**src/sv/lfpw_pkg.sv**
```systemverilog
// Package for the page-organised pixel writer: payload structs, codes and
// controller/datapath command and status structs. No dependencies.
package lfpw_pkg;

  localparam int DEF_PANEL_WIDTH  = 128;
  localparam int DEF_PANEL_HEIGHT = 64;

  localparam logic [7:0] CMD_PAGE     = 8'hB0;
  localparam logic [7:0] CMD_COL_HIGH = 8'h10;
  localparam logic       A0_DATA      = 1'b1;
  localparam logic       A0_CMD       = 1'b0;

  localparam logic [1:0] MODE_SET    = 2'd0;
  localparam logic [1:0] MODE_CLEAR  = 2'd1;
  localparam logic [1:0] MODE_INVERT = 2'd2;

  localparam logic [1:0] SEL_PAGE = 2'd0;
  localparam logic [1:0] SEL_COLH = 2'd1;
  localparam logic [1:0] SEL_COLL = 2'd2;
  localparam logic [1:0] SEL_DATA = 2'd3;

  typedef struct packed {
    logic [1:0] draw_mode;
    logic [7:0] pixel_row;
    logic [7:0] pixel_column;
  } pix_req_t;

  typedef struct packed {
    logic [7:0] link_byte;
    logic       is_data;
    logic       last_byte;
  } link_res_t;

  typedef struct packed {
    logic       capture;
    logic       rd;
    logic       wr;
    logic       clr;
    logic       emit;
    logic [1:0] sel;
  } dp_cmd_t;

  typedef struct packed {
    logic hit;
    logic clr_done;
  } dp_stat_t;

endpackage

```
**src/sv/lfpw_ctrl.sv**
```systemverilog
// Controller of the pixel writer: clearing pass, request intake and the
// four-byte emit sequence. Depends on lfpw_pkg.
module lfpw_ctrl import lfpw_pkg::*; (
  input  logic     clk_i,
  input  logic     rst_ni,
  input  logic     start,
  input  dp_stat_t stat_i,
  output dp_cmd_t  cmd_o,
  output logic     busy
);

  localparam logic [2:0] ST_CLR  = 3'd0;
  localparam logic [2:0] ST_IDLE = 3'd1;
  localparam logic [2:0] ST_B1   = 3'd2;
  localparam logic [2:0] ST_B2   = 3'd3;
  localparam logic [2:0] ST_B3   = 3'd4;

  logic [2:0] state_q;
  logic [2:0] state_d;

  always_comb begin
    cmd_o   = '0;
    state_d = state_q;
    case (state_q)
      ST_CLR: begin
        cmd_o.clr = 1'b1;
        if (stat_i.clr_done) begin
          state_d = ST_IDLE;
        end
      end
      ST_IDLE: begin
        if (start && stat_i.hit) begin
          cmd_o.capture = 1'b1;
          cmd_o.rd      = 1'b1;
          cmd_o.emit    = 1'b1;
          cmd_o.sel     = SEL_PAGE;
          state_d       = ST_B1;
        end
      end
      ST_B1: begin
        cmd_o.wr   = 1'b1;
        cmd_o.emit = 1'b1;
        cmd_o.sel  = SEL_COLH;
        state_d    = ST_B2;
      end
      ST_B2: begin
        cmd_o.emit = 1'b1;
        cmd_o.sel  = SEL_COLL;
        state_d    = ST_B3;
      end
      ST_B3: begin
        cmd_o.emit = 1'b1;
        cmd_o.sel  = SEL_DATA;
        state_d    = ST_IDLE;
      end
      default: state_d = ST_IDLE;
    endcase
  end

  always_ff @(posedge clk_i or negedge rst_ni) begin
    if (!rst_ni) begin
      state_q <= ST_CLR;
    end else begin
      state_q <= state_d;
    end
  end

  assign busy = (state_q != ST_IDLE);

endmodule

```
**config.mk**
```make
export PLATFORM = sky130hd
export DESIGN_NAME = lfpw_ctrl
export DESIGN_NICKNAME = d
export VERILOG_FILES = /design/src/sv/lfpw_pkg.sv /design/src/sv/lfpw_ctrl.sv
export SDC_FILE = /design/constraint.sdc
export NUM_CORES = 1
export LEC_CHECK = 0
export ABC_AREA = 0
export BUFFER_PORTS_ARGS = -buffer_cell sky130_fd_sc_hd__buf_2
export CAP_MARGIN = 30
export CORE_AREA = 2 2 39 41
export DETAILED_ROUTE_END_ITERATION = 10
export DIE_AREA = 0 0 41 43
export GPL_ROUTABILITY_DRIVEN = 0
export HOLD_SLACK_MARGIN = 0.06
export PLACE_DENSITY = 0.38
export SYNTH_ARGS = -nofsm -noshare
export SYNTH_HDL_FRONTEND = slang
export SYNTH_SLANG_ARGS = --single-unit
```
**constraint.sdc**
```tcl
create_clock -name clk_i -period 1.25 [get_ports clk_i]
set_input_delay 0.25 -clock clk_i [delete_from_list [all_inputs] [get_ports clk_i]]
set_output_delay 0.25 -clock clk_i [all_outputs]
set_load 0.01 [all_outputs]
```
After elaboration in Yosys (flattened, before gate mapping). Cells that the tools add are included.

Flip-flop bits (word level): 3. Output and inout port bits: 8. Word-level logic and storage cells: 20.

Eq/ne operators: 7. Mux-type cells: 9. Reduce and logical (&&, ||, !) cells: 3.

Operators by type and width (number): $pmux W3 S4 (2); $mux W3 (3); $eq A3 B2 Y1 const B (2); $mux W2 (2); $ne A2 B2 Y1 const B (2); $eq A3 B1 Y1 const B (1); $eq A3 B3 Y1 const B (1); $logic_not A3 Y1 (1); $ne A3 B1 Y1 const B (1); $mux W1 (2); $reduce_and A2 Y1 (1); $logic_and A1 B1 Y1 (1).

Longest topological paths before layout. Gate-level depths: netlist of run 1.

Depth after elaboration: 3. Mapped depth: 4. Depth with buffers taken out: 2.

Worst setup path before layout of run 1. OpenSTA, ideal clock, no wires.

Kind: reg-to-output. From: register state_q[2]. To: output port cmd_o[6] in the netlist's numbering. Arrival: 1.050 ns. Path slack: -0.050 ns. Cell stages (with the launch flop): 5. Cells stage by stage: dfrtp_1 -> buf_2 -> nor2_1 -> and4_1 -> buf_4.

RTL lines: from (decl) (line lfpw_ctrl.sv:18) `logic [2:0] state_q;`; from (signal assigned) (line lfpw_ctrl.sv:64) `state_q <= state_d;`; to (decl) (line lfpw_ctrl.sv:8) `output dp_cmd_t cmd_o,`.

==> flow_summary.json, run 1 <==
{
  "ctsHtreeMaxLevel": 1,
  "violations": "setup timing",
  "final_cells": 61,
  "ys_ff_latch": 3,
  "slowest_delay_ns": 0.42,
  "grt_pass1_wl_um": 1100,
  "core_um2": 1380,
  "route.detailed.drc": 0,
  "synthXorXnorAreaFrac_pct": 3.85,
  "cp_max_fo": 5,
  "top_regs": "state_q x3",
  "start_util_pct": 16.5,
  "utilization_pct": 29.6,
  "vdd_drop_max_mv": 0.723,
  "dpl_cell_area_um2": 307,
  "grt_pass1_vias": 269,
  "pwr_density_cell_nw_per_um2": 2380,
  "worst_pin_slew_ns": 0.146,
  "fmax_mhz": 680,
  "clock_power_share_pct": 17.3,
  "fin_area_um2": 409,
  "cts_sinks": 3,
  "finClkSkew_ns": 0.000453,
  "via_per_inst": 4.13,
  "io_buffer_count": 12,
  "syn_inst": 26,
  "setup_viol": 8,
  "largest_register_ffs": 3,
  "placedCellCount": 53,
  "dp_slack_ns": -0.0103,
  "syn_area_per_cell_um2": 8.76,
  "synth_fa_ha_area_share_pct": 0,
  "drtIter0Drc": 1,
  "antenna_cells": 0,
  "finalCriticalPeriod_ns": 1.47,
  "grt_use_total_pct": 9.95,
  "die_w_um": 41,
  "dieArea_um2": 1760,
  "clkSlewWorstSetupHoldPaths_ns": 0.04,
  "synth_nets": 31,
  "antenna_found_initial": 0,
  "ant_nets": 0,
  "final_nets": 51,
  "grt_max_degree": 11,
  "drv_cap": 0,
  "drtPass1Iterations": 2,
  "grt_overflow": 0,
  "outcome": "finished, violations left",
  "clk_latency_ns": 0.23,
  "synth_warnings": 0,
  "syn-cell-area_um2": 228,
  "hold_viol": 0,
  "die_h_um": 43,
  "root_buffer": "clkbuf_4",
  "cts_tree": "done",
  "timing.final.crit_share_pct": 118,
  "power.leakage_nw": 0.207,
  "comb_power_share_pct": 64.1,
  "synth-seq-area-share_pct": 33.0,
  "arrival_ns": 1.22,
  "end_kind": "output port",
  "wl_per_cell_um": 10.1,
  "synth_top_family_by_area": "simple AND/OR/NAND/NOR gates",
  "final_layout_size_suffix_gt1_share_pct": 64.4,
  "synth.area.mux_share_pct": 0,
  "synthSimpleGateAreaFrac_pct": 35.2,
  "io_pins": 13,
  "syn2layout_area_growth_pct": 79.7,
  "slowest_stage": "dfrtp_2",
  "drt-total-wl_um": 616,
  "p_seq_share_pct": 18.6,
  "synth_compound_area_share_pct": 15.4,
  "crit_chain": "or2_1, a22oi_1, buf_2",
  "criticalPathCategory": "reg2out",
  "synth_cell_types": 20,
  "cell_internal_pwr_w": 0.000598,
  "p_switching_w": 0.000374,
  "cts_buffer_depth": 2,
  "final_max_slew_viol_count": 0,
  "max-slew-margin-rel_pct": 90.3,
  "critical_path_required_ns": 1.00,
  "cp-start-kind": "register",
  "finalPower_w": 0.000972,
  "rsz0062_at_grt": "true",
  "row_count": 14,
  "hp-class": "in2reg",
  "finalWorstSetupSlack_ns": -0.220,
  "cts_buffers": 3,
  "via_count": 252,
  "largest-register": "state_q",
  "swShare_pct": 38.5
}
[cells in the final DEF, fill, tap and decap left out]
| cell | instances |
|---|---|
| nand2b_1 | 1 |
| o32a_1 | 1 |
| and3b_2 | 1 |
| a21o_1 | 1 |
| nor2_2 | 1 |
| nand2_1 | 1 |
| and4_4 | 1 |
| a22oi_1 | 1 |
| buf_2 | 10 |
| clkbuf_1 | 1 |
| dfrtp_1 | 1 |
| nor3b_2 | 1 |
| dlygate4sd3_1 | 1 |
| xnor2_2 | 1 |
| dfrtp_2 | 2 |
| or2b_1 | 1 |
| or2_1 | 1 |
| nand3_1 | 1 |
| nor2_1 | 2 |
| buf_4 | 3 |
| nor3_2 | 1 |
| a21oi_1 | 2 |
| nand4b_1 | 1 |
| clkbuf_4 | 3 |
| buf_6 | 5 |
[Yosys cell counts, drive strengths merged]
cell type | count | share of area [%]
nand3 | 1 | 2.2
and3b | 1 | 4.4
a22oi | 1 | 3.3
nand2b | 1 | 2.7
a21o | 1 | 3.3
buf | 4 | 13
nor3 | 1 | 2.2
dfrtp | 3 | 33
nor2 | 3 | 4.9
and4 | 1 | 3.8
nand2 | 1 | 1.6
or2 | 1 | 2.7
xnor2 | 1 | 3.8
nand4b | 1 | 3.8
o32a | 1 | 4.4
a21oi | 2 | 4.4
nor3b | 1 | 3.3
or2b | 1 | 3.3
[cells by family after synthesis]
kind of cell | Yosys count
compound gates | 5
xor+xnor | 1
flops | 3
buf+inv | 4
simple gates | 13
[critical path: cells and delay by family (launching register included)]
kind                   cells  cell delay, ns
flip-flops                 1            0.42
buffers and inverters      1            0.16
AND/OR/NAND/NOR            1            0.24
AO/OA/AOI/OAI              1            0.17
[final cells by class]
class | instances | area [µm²]
repair buffers | 19 | 139
flip-flops and latches | 3 | 77.6
fillers | 159 | 975
clock buffers | 4 | 26.3
well taps | 16 | 20.0
multi-input cells | 19 | 146
[timing repair]
action,4_1_cts,5_1_grt
endpoints found under the setup margin,8,8
pin swaps,4,1
setup buffers,2,1
endpoints found under the hold margin,3,0
cloned,0,0
hold buffers,1,0
gates resized for setup,8,2
[per-stage QoR]
| stage | setup TNS [ns] | hold slack (ns) |
|---|---|---|
| after floorplan | 0 | -0.0456 |
| after detailed placement | -0.0103 | 0.0464 |
| final | -1.01 | 0.279 |
| after CTS | -1.13 | 0.278 |
| after global routing | -1.56 | 0.277 |
| after global placement | 0 | 0.0469 |
[worst paths after layout]
check                        endpoint  slack, ns  depth (start not counted)        from
max in group asynchronous  state_q[1]       0.80                          2      rst_ni
min reg2reg                state_q[1]       0.61                          2  state_q[2]
min                        state_q[0]       0.28                          2   stat_i[0]
min in group asynchronous  state_q[0]       0.34                          2      rst_ni
max                          cmd_o[2]      -0.22                          3  state_q[1]
max reg2reg                state_q[0]       0.17                          2  state_q[1]
[metal layers]
layer | vias to the layer above | share of wire [%] | GRT usage [%]
met3 | 2 | 3.6 | 3.14
met5 | - | 0 | 0
li1 | 128 | - | -
met2 | 7 | 54 | 13.1
met4 | 0 | 3.1 | 12.0
met1 | 115 | 39 | 10.6
[power by group through the flow]
| stage | Combinational (W) | Clock (W) | Sequential, W |
|---|---|---|---|
| global placement | 0.000483 | 0 | 0.000181 |
| finish | 0.000623 | 0.000168 | 0.000181 |
| global route | 0.000679 | 0.000196 | 0.000192 |
| CTS | 0.000585 | 0.000178 | 0.000183 |
| detailed placement | 0.000489 | 0 | 0.000179 |
| floorplan | 0.000365 | 0 | 0.000148 |
(Power assumes the default switching activity.)
==> run 2: changes to the inputs <==
--- a/config.mk
+++ b/config.mk
@@ -6,14 +6,14 @@
 export NUM_CORES = 1
 export LEC_CHECK = 0
 export ABC_AREA = 0
-export BUFFER_PORTS_ARGS = -buffer_cell sky130_fd_sc_hd__buf_2
 export CAP_MARGIN = 30
 export CORE_AREA = 2 2 39 41
 export DETAILED_ROUTE_END_ITERATION = 10
 export DIE_AREA = 0 0 41 43
+export DONT_BUFFER_PORTS = 1
 export GPL_ROUTABILITY_DRIVEN = 0
 export HOLD_SLACK_MARGIN = 0.06
-export PLACE_DENSITY = 0.38
+export PLACE_DENSITY = 0.3
 export SYNTH_ARGS = -nofsm -noshare
 export SYNTH_HDL_FRONTEND = slang
 export SYNTH_SLANG_ARGS = --single-unit
==> run 2 against run 1 <==
The flow still finishes with violations (setup timing); critical path type unchanged; final cell count fell by 20%; register-to-register slack barely moved; total power shrank 10%; via count shrank 13%; clock power rose by 4%; non-clock buffer count shrank 12; utilization down 6.0 points; clock skew grew 0.0024 ns; setup slack improved by 0.060 ns; flip-flop and latch count unchanged.
==> flow_summary.json, run 2 (synthesis results as in run 1) <==
{
  "setup_viol": 8,
  "rsz0062_at_grt": "true",
  "die_w_um": 41,
  "ctsHtreeMaxLevel": 1,
  "antenna_found_initial": 0,
  "pwr_density_cell_nw_per_um2": 2670,
  "route.detailed.drc": 0,
  "cts_tree": "done",
  "cp-start-kind": "register",
  "start_util_pct": 16.5,
  "clkSlewWorstSetupHoldPaths_ns": 0.04,
  "crit_chain": "buf_4, nor2_4, and4_4",
  "wl_per_cell_um": 12.7,
  "violations": "setup timing",
  "row_count": 14,
  "drtIter0Drc": 1,
  "hold_viol": 0,
  "timing.final.crit_share_pct": 113,
  "grt_pass1_wl_um": 959,
  "syn2layout_area_growth_pct": 43.4,
  "grt_overflow": 0,
  "drv_cap": 0,
  "cts_buffers": 3,
  "io_buffer_count": 0,
  "critPathBufInv": 1,
  "die_h_um": 43,
  "cts_buffer_depth": 2,
  "cp_max_fo": 3,
  "core_um2": 1380,
  "critical_path_required_ns": 1.00,
  "hp-class": "in2reg",
  "top_regs": "state_q x3",
  "cts_sinks": 3,
  "power.leakage_nw": 0.142,
  "vdd_drop_max_mv": 0.559,
  "drtPass1Iterations": 2,
  "finalCriticalPeriod_ns": 1.41,
  "crit_family": "flip-flops",
  "slowest_delay_ns": 0.40,
  "clk_latency_ns": 0.24,
  "root_buffer": "clkbuf_4",
  "hpwlAfterDp_um": 434,
  "outcome": "finished, violations left",
  "grt_pass1_vias": 237,
  "criticalPathCategory": "reg2out",
  "final_nets": 39,
  "largest_register_ffs": 3,
  "io_pins": 13,
  "final_common_cell": "buf_4",
  "finClkSkew_ns": 0.00290,
  "final_cell_mix": "5 x buf_4, 3 x clkbuf_4, 2 x a21oi_1, 2 x dfrtp_2",
  "dieArea_um2": 1760,
  "final_layout_size_suffix_gt1_share_pct": 51.5,
  "final_max_slew_viol_count": 0,
  "fmax_mhz": 709,
  "finalHoldWorstSlack_ns": 0.178,
  "ant_nets": 0,
  "grt_max_degree": 11,
  "arrival_ns": 1.16,
  "via_count": 219,
  "slowest_stage": "dfrtp_1",
  "end_kind": "output port",
  "max-slew-margin-rel_pct": 75.1,
  "finalWorstSetupSlack_ns": -0.161,
  "drt-total-wl_um": 621,
  "worst_pin_slew_ns": 0.371,
  "finalPower_w": 0.000870,
  "via_per_inst": 4.47,
  "grt_use_total_pct": 9.26,
  "antenna_cells": 0,
  "largest-register": "state_q"
}
-- run 2: cell types whose count changed in the layout (fill, tap and decap cells not counted), sizes merged --
| cell | delta |
|---|---|
| buf | -12 |
-- run 2: timing repair --
| action | 4_1_cts | 5_1_grt |
|---|---|---|
| buffers inserted | 1 | 0 |
| pin swaps | 3 | 1 |
| hold endpoints to repair | 3 | 0 |
| gates resized for setup | 4 | 3 |
| setup endpoints to repair | 8 | 8 |
| hold buffers | 1 | 0 |
-- run 2: final cells by class --
| class | count | area, µm² |
|---|---|---|
| fill | 164 | 1060 |
| multi-input combinational | 19 | 144 |
| clock buffer | 4 | 26.3 |
| timing repair buffer | 7 | 58.8 |
| sequential | 3 | 77.6 |
| tap | 16 | 20.0 |
-- run 2: through the flow --
step / setup slack (ns) / util (%) / area [µm²] / setup TNS (ns) / cells
3_5_place_dp: 0.0182 / 18.9 / 262 / 0 / 43
4_1_cts: -0.171 / 23.1 / 320 / -1.21 / 49
2_1_floorplan: 0.00448 / - / 233 / 0 / 26
5_1_grt: -0.211 / 23.6 / 327 / -1.43 / 49
3_3_place_gp: 0.0378 / 18.9 / 262 / 0 / 43
6_report: -0.161 / 23.6 / 327 / -0.981 / 49
-- run 2: final timing paths --
path	from	end	slack [ns]	cells past startpoint
worst max-delay path	state_q[1]	cmd_o[5]	-0.16	3
worst min-delay path	stat_i[0]	state_q[0]	0.18	1
worst max register to register	state_q[0]	state_q[0]	0.17	2
worst min register to register	state_q[2]	state_q[1]	0.61	1
max in group asynchronous	rst_ni	state_q[2]	0.82	1
min in group asynchronous	rst_ni	state_q[0]	0.27	1
-- run 2: layer usage --
| metal | vias to the layer above | GRT usage (%) | routed length [µm] |
|---|---|---|---|
| li1 | 103 | - | - |
| met1 | 105 | 8.09 | 224 |
| met2 | 9 | 13.1 | 335 |
| met3 | 2 | 3.66 | 41 |
| met4 | 0 | 12.0 | 19 |
| met5 | - | 0 | 0 |
-- run 2: report_power, final --
group	total, W	internal (W)	leakage (nW)	switching, W
clock network	0.000175	0.000120	0.0150	0.0000552
registers	0.000207	0.000139	0.0352	0.0000676
logic	0.000488	0.000246	0.0915	0.000242
total	0.000870	0.000505	0.142	0.000365
